===== src/design/fsab_pkg.sv =====
// Shared types and constants for the FIFO slot arbiter.
package fsab_pkg;

   localparam int unsigned PORT_COUNT    = 16;
   localparam int unsigned QUEUE_DEPTH   = 16;
   localparam int unsigned LINK_PORTS    = 16;
   localparam logic [4:0]  ACTIVE_RESET  = 5'd16;

   typedef enum logic [1:0] {
      FUNC_REQUEST    = 2'd0,
      FUNC_DATA       = 2'd1,
      FUNC_DONE       = 2'd2,
      FUNC_DISCONNECT = 2'd3
   } func_type;

   typedef enum logic [2:0] {
      ACT_IGNORED   = 3'd0,
      ACT_GRANTED   = 3'd1,
      ACT_QUEUED    = 3'd2,
      ACT_FORWARDED = 3'd3,
      ACT_RELEASED  = 3'd4,
      ACT_DROPPED   = 3'd5
   } action_type;

   typedef struct packed {
      logic       push;
      logic       pop;
      logic [3:0] port;
   } queue_cmd_type;

   typedef struct packed {
      logic [3:0] head_port;
      logic [4:0] fill;
   } queue_stat_type;

endpackage


===== src/design/fsab_if.sv =====
// Channel interfaces: event input, result output and register write.
interface fsab_req_if;
   logic       valid;
   logic       ready;
   logic [1:0] func;
   logic [3:0] source;

   modport source_mp (output valid, func, source, input ready);
   modport sink_mp   (input valid, func, source, output ready);
endinterface

interface fsab_rsp_if;
   logic        valid;
   logic        ready;
   logic [2:0]  action;
   logic        grant_valid;
   logic [3:0]  grant_target;
   logic [15:0] forward_mask;
   logic        holder_valid;
   logic [3:0]  holder_port;
   logic [4:0]  waiting_count;

   modport source_mp (output valid, action, grant_valid, grant_target, forward_mask,
                      holder_valid, holder_port, waiting_count, input ready);
   modport sink_mp   (input valid, action, grant_valid, grant_target, forward_mask,
                      holder_valid, holder_port, waiting_count, output ready);
endinterface

interface fsab_csr_if;
   logic       valid;
   logic       ready;
   logic [4:0] data;

   modport source_mp (output valid, data, input ready);
   modport sink_mp   (input valid, data, output ready);
endinterface


===== src/design/fsab_queue.sv =====
// Waiting-port FIFO: circular buffer of port numbers with fill count.
module fsab_queue (
   input  logic                   clock,
   input  logic                   reset,
   input  fsab_pkg::queue_cmd_type cmd,
   output fsab_pkg::queue_stat_type stat
);
   import fsab_pkg::*;

   logic [3:0] wait_fifo_ff [QUEUE_DEPTH];
   logic [3:0] head_port_ff;
   logic [3:0] head_ff, head_in;
   logic [3:0] tail_ff, tail_in;
   logic [4:0] fill_ff, fill_in;

   always_comb begin
      head_in = cmd.pop  ? head_ff + 4'd1 : head_ff;
      tail_in = cmd.push ? tail_ff + 4'd1 : tail_ff;
      fill_in = fill_ff + {4'd0, cmd.push} - {4'd0, cmd.pop};
   end

   always_ff @(posedge clock) begin
      if (reset) begin
         head_ff <= '0;
         tail_ff <= '0;
         fill_ff <= '0;
      end else begin
         head_ff <= head_in;
         tail_ff <= tail_in;
         fill_ff <= fill_in;
      end
   end

   // head entry kept in a register; refilled from the next slot on a pop
   always_ff @(posedge clock) begin
      if (cmd.push) begin
         wait_fifo_ff[tail_ff] <= cmd.port;
      end
      if (cmd.push && fill_ff == 5'd0) begin
         head_port_ff <= cmd.port;
      end else if (cmd.pop) begin
         head_port_ff <= wait_fifo_ff[head_in];
      end
   end

   assign stat.head_port = head_port_ff;
   assign stat.fill      = fill_ff;

endmodule


===== src/design/fifo_slot_arbiter_broadcast.sv =====
// Top level: shared transmit slot arbiter with waiting queue and data fan-out.
// The result of a transferred event is registered and shows on the output in the next cycle.
// Throughput: one event per cycle; input stalls only while the result is held.
// Register writes are always accepted and take effect on the next event.
// Synchronous reset: slot free, queue empty, all links up, active count 16.
module fifo_slot_arbiter_broadcast (
   input logic        clock,
   input logic        reset,
   fsab_req_if.sink_mp   req_chan,
   fsab_rsp_if.source_mp rsp_chan,
   fsab_csr_if.sink_mp   csr_chan
);
   import fsab_pkg::*;

   logic [4:0]  active_count_ff;
   logic        slot_busy_ff, slot_busy_in;
   logic [3:0]  slot_owner_ff, slot_owner_in;
   logic [15:0] link_up_ff, link_up_in;

   logic        rsp_valid_ff;
   action_type  action_ff, action_in;
   logic        grant_valid_ff, grant_valid_in;
   logic [3:0]  grant_target_ff, grant_target_in;
   logic [15:0] forward_mask_ff, forward_mask_in;
   logic        holder_valid_ff;
   logic [3:0]  holder_port_ff;
   logic [4:0]  waiting_count_ff, waiting_count_in;

   queue_cmd_type  q_cmd;
   queue_stat_type q_stat;

   logic       req_fire;
   logic       usable;
   logic       is_holder;
   logic [3:0] src;
   func_type   func;

   fsab_queue u_queue (
      .clock (clock),
      .reset (reset),
      .cmd   (q_cmd),
      .stat  (q_stat)
   );

   assign req_chan.ready = !rsp_valid_ff || rsp_chan.ready;
   assign req_fire       = req_chan.valid && req_chan.ready;
   assign csr_chan.ready = 1'b1;

   assign src       = req_chan.source;
   assign func      = func_type'(req_chan.func);
   assign usable    = (32'(src) < PORT_COUNT) && link_up_ff[src];
   assign is_holder = slot_busy_ff && (slot_owner_ff == src);

   always_comb begin
      slot_busy_in    = slot_busy_ff;
      slot_owner_in   = slot_owner_ff;
      link_up_in      = link_up_ff;
      action_in       = ACT_IGNORED;
      grant_valid_in  = 1'b0;
      grant_target_in = '0;
      forward_mask_in = '0;
      q_cmd.push      = 1'b0;
      q_cmd.pop       = 1'b0;
      q_cmd.port      = src;

      if (req_fire && usable) begin
         case (func)
            FUNC_REQUEST: begin
               if (!slot_busy_ff) begin
                  slot_busy_in    = 1'b1;
                  slot_owner_in   = src;
                  grant_valid_in  = 1'b1;
                  grant_target_in = src;
                  action_in       = ACT_GRANTED;
               end else if (32'(q_stat.fill) < QUEUE_DEPTH) begin
                  q_cmd.push = 1'b1;
                  action_in  = ACT_QUEUED;
               end else begin
                  action_in = ACT_DROPPED;
               end
            end
            FUNC_DATA: begin
               if (is_holder) begin
                  for (int j = 0; j < LINK_PORTS; j++) begin
                     forward_mask_in[j] = (5'(j) < active_count_ff) && (j < PORT_COUNT)
                                          && (4'(j) != src) && link_up_ff[j];
                  end
                  action_in = ACT_FORWARDED;
               end
            end
            FUNC_DONE, FUNC_DISCONNECT: begin
               if (func == FUNC_DISCONNECT) begin
                  link_up_in[src] = 1'b0;
               end
               if (is_holder) begin
                  slot_busy_in  = 1'b0;
                  slot_owner_in = '0;
                  action_in     = ACT_RELEASED;
                  if (q_stat.fill != 5'd0) begin
                     q_cmd.pop       = 1'b1;
                     slot_busy_in    = 1'b1;
                     slot_owner_in   = q_stat.head_port;
                     grant_valid_in  = 1'b1;
                     grant_target_in = q_stat.head_port;
                  end
               end
            end
            default: begin
               action_in = ACT_IGNORED;
            end
         endcase
      end

      waiting_count_in = q_stat.fill + {4'd0, q_cmd.push} - {4'd0, q_cmd.pop};
   end

   always_ff @(posedge clock) begin
      if (reset) begin
         active_count_ff <= ACTIVE_RESET;
         slot_busy_ff    <= 1'b0;
         slot_owner_ff   <= '0;
         link_up_ff      <= '1;
         rsp_valid_ff    <= 1'b0;
      end else begin
         if (csr_chan.valid && csr_chan.ready) begin
            active_count_ff <= csr_chan.data;
         end
         slot_busy_ff  <= slot_busy_in;
         slot_owner_ff <= slot_owner_in;
         link_up_ff    <= link_up_in;
         if (req_fire) begin
            rsp_valid_ff <= 1'b1;
         end else if (rsp_chan.ready) begin
            rsp_valid_ff <= 1'b0;
         end
      end
   end

   always_ff @(posedge clock) begin
      if (req_fire) begin
         action_ff        <= action_in;
         grant_valid_ff   <= grant_valid_in;
         grant_target_ff  <= grant_target_in;
         forward_mask_ff  <= forward_mask_in;
         holder_valid_ff  <= slot_busy_in;
         holder_port_ff   <= slot_owner_in;
         waiting_count_ff <= waiting_count_in;
      end
   end

   assign rsp_chan.valid         = rsp_valid_ff;
   assign rsp_chan.action        = action_ff;
   assign rsp_chan.grant_valid   = grant_valid_ff;
   assign rsp_chan.grant_target  = grant_target_ff;
   assign rsp_chan.forward_mask  = forward_mask_ff;
   assign rsp_chan.holder_valid  = holder_valid_ff;
   assign rsp_chan.holder_port   = holder_port_ff;
   assign rsp_chan.waiting_count = waiting_count_ff;

   // a free slot always means nobody is waiting
   a_free_slot_empty_queue: assert property (@(posedge clock) disable iff (reset)
      !slot_busy_ff |-> q_stat.fill == 5'd0)
      else $error("slot free with ports waiting");

   a_accept_gives_result: assert property (@(posedge clock) disable iff (reset)
      req_fire |=> rsp_valid_ff)
      else $error("accepted event produced no result");

   a_grant_action: assert property (@(posedge clock) disable iff (reset)
      rsp_valid_ff && grant_valid_ff |-> action_ff == ACT_GRANTED
                                         || action_ff == ACT_RELEASED)
      else $error("grant on non-grant action");

   a_no_self_forward: assert property (@(posedge clock) disable iff (reset)
      rsp_valid_ff && action_ff == ACT_FORWARDED |-> !forward_mask_ff[holder_port_ff])
      else $error("data forwarded back to holder");

   a_queue_bound: assert property (@(posedge clock) disable iff (reset)
      q_stat.fill <= 5'(QUEUE_DEPTH))
      else $error("queue fill beyond depth");

endmodule

===== src/flat_wrapper.sv =====
// flat-port wrapper written by rule: the top's interface ports become plain ports
module fifo_slot_arbiter_broadcast_flat import fsab_pkg::*;
  (clock, reset, req_chan_valid, req_chan_func, req_chan_source, req_chan_ready, rsp_chan_valid, rsp_chan_action, rsp_chan_grant_valid, rsp_chan_grant_target, rsp_chan_forward_mask, rsp_chan_holder_valid, rsp_chan_holder_port, rsp_chan_waiting_count, rsp_chan_ready, csr_chan_valid, csr_chan_data, csr_chan_ready);
  fsab_req_if req_chan_i ();
  fsab_rsp_if rsp_chan_i ();
  fsab_csr_if csr_chan_i ();
  input logic clock;
  input logic reset;
  input wire logic [$bits(req_chan_i.valid)-1:0] req_chan_valid;
  input wire logic [$bits(req_chan_i.func)-1:0] req_chan_func;
  input wire logic [$bits(req_chan_i.source)-1:0] req_chan_source;
  output wire logic [$bits(req_chan_i.ready)-1:0] req_chan_ready;
  output wire logic [$bits(rsp_chan_i.valid)-1:0] rsp_chan_valid;
  output wire logic [$bits(rsp_chan_i.action)-1:0] rsp_chan_action;
  output wire logic [$bits(rsp_chan_i.grant_valid)-1:0] rsp_chan_grant_valid;
  output wire logic [$bits(rsp_chan_i.grant_target)-1:0] rsp_chan_grant_target;
  output wire logic [$bits(rsp_chan_i.forward_mask)-1:0] rsp_chan_forward_mask;
  output wire logic [$bits(rsp_chan_i.holder_valid)-1:0] rsp_chan_holder_valid;
  output wire logic [$bits(rsp_chan_i.holder_port)-1:0] rsp_chan_holder_port;
  output wire logic [$bits(rsp_chan_i.waiting_count)-1:0] rsp_chan_waiting_count;
  input wire logic [$bits(rsp_chan_i.ready)-1:0] rsp_chan_ready;
  input wire logic [$bits(csr_chan_i.valid)-1:0] csr_chan_valid;
  input wire logic [$bits(csr_chan_i.data)-1:0] csr_chan_data;
  output wire logic [$bits(csr_chan_i.ready)-1:0] csr_chan_ready;
  assign req_chan_i.valid = req_chan_valid;
  assign req_chan_i.func = req_chan_func;
  assign req_chan_i.source = req_chan_source;
  assign req_chan_ready = req_chan_i.ready;
  assign rsp_chan_valid = rsp_chan_i.valid;
  assign rsp_chan_action = rsp_chan_i.action;
  assign rsp_chan_grant_valid = rsp_chan_i.grant_valid;
  assign rsp_chan_grant_target = rsp_chan_i.grant_target;
  assign rsp_chan_forward_mask = rsp_chan_i.forward_mask;
  assign rsp_chan_holder_valid = rsp_chan_i.holder_valid;
  assign rsp_chan_holder_port = rsp_chan_i.holder_port;
  assign rsp_chan_waiting_count = rsp_chan_i.waiting_count;
  assign rsp_chan_i.ready = rsp_chan_ready;
  assign csr_chan_i.valid = csr_chan_valid;
  assign csr_chan_i.data = csr_chan_data;
  assign csr_chan_ready = csr_chan_i.ready;
  fifo_slot_arbiter_broadcast u_core (.clock(clock), .reset(reset), .req_chan(req_chan_i), .rsp_chan(rsp_chan_i), .csr_chan(csr_chan_i));
endmodule

===== config.mk =====
export PLATFORM = sky130hd
export DESIGN_NAME = fifo_slot_arbiter_broadcast_flat
export DESIGN_NICKNAME = d
export VERILOG_FILES = /design/src/design/fsab_pkg.sv /design/src/design/fsab_if.sv /design/src/design/fsab_queue.sv /design/src/design/fifo_slot_arbiter_broadcast.sv /design/src/flat_wrapper.sv
export SDC_FILE = /design/constraint.sdc
export NUM_CORES = 1
export LEC_CHECK = 0
export BUFFER_PORTS_ARGS = -buffer_cell sky130_fd_sc_hd__buf_2
export CAP_MARGIN = 10
export CORE_MARGIN = 2
export CORE_UTILIZATION = 54
export CTS_CLUSTER_SIZE = 14
export DETAILED_ROUTE_END_ITERATION = 6
export GPL_TIMING_DRIVEN = 0
export PLACE_DENSITY = 0.88
export RECOVER_POWER = 50
export SETUP_SLACK_MARGIN = 0.4
export SKIP_CTS_REPAIR_TIMING = 1
export SLEW_MARGIN = 20
export SYNTH_ARGS = -nofsm -noshare
export SYNTH_HDL_FRONTEND = slang
export SYNTH_SLANG_ARGS = --single-unit

===== constraint.sdc =====
create_clock -name clock -period 2.9 [get_ports clock]
set_input_delay 0 -clock clock [delete_from_list [all_inputs] [get_ports clock]]
set_output_delay 0 -clock clock [all_outputs]
set_load 0.02 [all_outputs]

==> flow_summary.toml <==
[clock_network]
root_buffer = "clkbuf_16"
clkTransAtPathRegs_ps = 60
cts_buffers = 17
ctsHtreeMaxLevel = 4
cts_buffer_depth = 2
insertion_delay_ps = 420
cts.sinks = 142
cts_tree = "done"

[setup_path]
end_kind = "flop"
reg2reg_slack_ps = 50
start_kind = "flop"
arrival_ps = 3130
rr_endpoint = "u_core.u_queue.fill_ff[4]$_SDFF_PP0_"
critical_path_class = "flop to flop"
worstPathRequired_ps = 3190
cp_max_fo = 5
cp_slowest_cell = "or4b_4"
path_cells = "inv_2 -> ha_4 -> or4b_4 -> nand2_4 -> nor3_4 -> o21a_1 -> buf_6 -> or2_4 -> ha_4 -> fa_2 -> a21oi_2 -> o21bai_1 -> xnor2_1 -> nor2b_1"
path_buf_inv = 2
cp_common_cell = "ha_4"
reg2reg_from = "u_core.u_queue.fill_ff[3]$_SDFF_PP0_"
r2r_cells = 14
critPathMaxStageDelay_ps = 490
crit_family = "simple AND/OR/NAND/NOR gates"

[logic_synthesis]
synth_top_family_by_area = "simple AND/OR/NAND/NOR gates"
synth_common_cells = "102 x edfxtp_1, 48 x mux2i_1, 40 x dfxtp_1"
synthSimpleGateAreaFrac_pct = 13.29
synth_ff_type = "edfxtp_1"
ys_top_cells_by_area = "edfxtp_1 47%, dfxtp_1 12%, mux2i_1 7.4%"
synth-edff-count = 102
syn_area_mm2 = 0.006457
syn-num-nets = 529
synth_seq_area_share_pct = 59.83
synthAdderAreaFrac_pct = 2.248
synth_compound_area_share_pct = 9.591
synth_cell_type_count = 63
yosysWarnings = 0
yosysMostFrequentCell = "edfxtp_1"
synth-async-reset-ratio_pct = 0
ys_ff_latch = 142
netlist.area_leader.share_pct = 47.43
synth_largest_area_cell = "edfxtp_1"
synthXorXnorAreaFrac_pct = 2.732
muxShareOfSynthArea_pct = 8.138
netlist_instances = 502
syn_area_per_cell_um2 = 12.86

[final_layout]
fillers = 772
postLayoutCellArea_mm2 = 0.008011
antenna_cells = 0
nets = 634
final_util_pct = 69.27
area_growth_pct = 24.07
drive_above_1_share_pct = 26.98

[placed_design]
place_ws_ps = -436.2
port_buffers = 48
gp_congestion = 0.8744
postPlaceCellArea_mm2 = 0.006923
place_hpwl_um = 8745

[sta]
tightest_slew_ps = 1605
fmax_mhz = 351.3
hold_violations = 0
setup_violations = 0
skew_ps = 7.757
timing.final.crit_share_pct = 98.16
rsz0062_at_grt = "true"
setup_ws_ps = 53.22
final_max_slew_viol_count = 35
slew_headroom_pct = -6.971
period_minus_slack_ps = 2847

[die]
io_pins = 53
die-area_mm2 = 0.01285
design.core.area_mm2 = 0.01156
initial_utilization_pct = 55.84
core.rowCount = 39
die_h_um = 113.4
die_w_um = 113.4

[grt]
overflow = 0
grt_pass1_vias = 4090
grt_usage_pct = 20.86
grt_max_degree = 35
grt_pass1_wl_um = 20360
antenna_found_initial = 0

[routing]
vias_per_cell = 5.741
wl_um = 14010
ant_nets = 0
drt-initial-drc-count = 378
post-route-drc-count = 0
num_vias = 4375
wl_per_cell_um = 18.39
first_pass_iters = 5

[power]
p_per_area_mw_per_mm2 = 542.6
p_leak_uw = 0.003012
peakVddDrop_mv = 0.4942
finalPower_uw = 4347

[worst_hold_path]
min_to = "u_core.u_queue.head_ff[3]$_SDFF_PP0_"
min_from = "reset"
hold_path.class = "input pin to flop"
min_path_cells = 2

[flow_run]
cap_violations = 1

[outcome]
violations = "max-capacitance violations, max-slew violations"
status = "complete, but fails checks"
## per-layer routing
layer,global-route usage [%],vias to the layer above,wire length [um]
met5,0,-,0
met4,7.724,0,147
met3,6.052,16,807
met2,35.41,164,7252
met1,25.37,2141,5803
li1,-,2054,-
## sequential cells by signal (all words and copies together) (netlist names)
register / cells
u_core.rsp_chan.grant_valid: 1
u_core.slot_busy_ff: 1
u_core.rsp_chan.valid: 1
u_core.rsp_chan.forward_mask: 16
u_core.rsp_chan.waiting_count: 5
u_core.rsp_chan.holder_valid: 1
u_core.u_queue.tail_ff: 4
u_core.u_queue.head_port_ff: 4
u_core.u_queue.head_ff: 4
u_core.rsp_chan.holder_port: 4
u_core.u_queue.fill_ff: 5
u_core.slot_owner_ff: 4
u_core.active_count_ff: 5
u_core.link_up_ff: 16
u_core.u_queue.wait_fifo_ff: 64
u_core.rsp_chan.action: 3
u_core.rsp_chan.grant_target: 4
## cells by family (layout without fill, tap and decap cells)
| family | Yosys count | in the layout |
|---|---|---|
| other cells | 1 | 1 |
| simple gates | 157 | 157 |
| compound gates | 84 | 84 |
| fa+ha+maj | 11 | 11 |
| buf+inv | 40 | 157 |
| flops | 142 | 142 |
| mux | 52 | 52 |
| xor+xnor | 15 | 15 |
## cells in the final DEF, fill, tap and decap left out, types with 4 or more instances in the layout
cell type and n:
buf_6 9, a22o_2 4, nor2_2 5, a21oi_1 8, buf_2 10, nor2_1 26, or3_1 7, clkbuf_1 51
nor2_4 8, clkinvlp_4 5, nor3_1 6, a22oi_1 4, edfxtp_1 102, ha_1 8, mux2i_1 42, o2111ai_2 4
nand3_1 12, nand2b_1 25, nor3_4 5, mux2i_2 4, xor2_1 5, buf_4 27, nand2_1 21, inv_1 9
dfxtp_1 30, o21ai_0 29, clkbuf_16 17, o2111ai_1 4, xnor2_1 7, nor2b_1 12, o21bai_1 6, dfxtp_2 10
clkinv_2 5, or2_2 4, dlygate4sd3_1 12
## worst max path at each step
stage | cells past startpoint | startpoint | end | slack (ps)
2_1_floorplan | 13 | u_core.u_queue.fill_ff[3]$_SDFF_PP0_ | u_core.rsp_chan.waiting_count[4]$_DFFE_PP_ | 190
3_3_place_gp | 15 | req_chan_source[1] | u_core.u_queue.fill_ff[4]$_SDFF_PP0_ | -380
3_5_place_dp | 15 | req_chan_source[1] | u_core.u_queue.fill_ff[4]$_SDFF_PP0_ | -440
4_1_cts | 13 | u_core.link_up_ff[13]$_SDFFE_PP1P_ | u_core.u_queue.fill_ff[4]$_SDFF_PP0_ | -320
5_1_grt | 14 | u_core.u_queue.fill_ff[3]$_SDFF_PP0_ | u_core.u_queue.fill_ff[4]$_SDFF_PP0_ | -90
6_report | 14 | u_core.u_queue.fill_ff[3]$_SDFF_PP0_ | u_core.u_queue.fill_ff[4]$_SDFF_PP0_ | 50
## worst reg2reg max path: cells and delay by family, from the launching register on
| family | cells | cell delay [ps] |
|---|---|---|
| flops | 1 | 320 |
| xor+xnor | 1 | 150 |
| simple gates | 5 | 990 |
| buf+inv | 2 | 210 |
| fa+ha+maj | 3 | 650 |
| compound gates | 3 | 390 |
## final cells by class
cell class,count,area (um^2),share of cell area (%)
Buffer,29,234.0,2.921
Clock buffer,19,432.9,5.404
Clock inverter,12,75.07,0.9371
Inverter,11,41.29,0.5154
Multi-Input combinational cell,320,2645,33.02
Sequential cell,142,3876,48.38
Tap cell,143,178.9,2.233
Timing Repair Buffer,86,528.0,6.591
## stage by stage
step           hold slack [ps]  TNS (ps)  std cells
2_1_floorplan            98.87         0        502
3_3_place_gp             209.4     -7918        693
3_5_place_dp             216.9    -12310        693
4_1_cts                 -219.5     -2259        724
5_1_grt                  19.58    -252.0        762
6_report                 4.659         0        762
## where the power goes
group	switching, uW	internal [uW]
combinational	175	84.4
sequential	13.8	2210
clock	793	1070
total	982	3370
No activity file was read; power rests on OpenSTA's default activity.
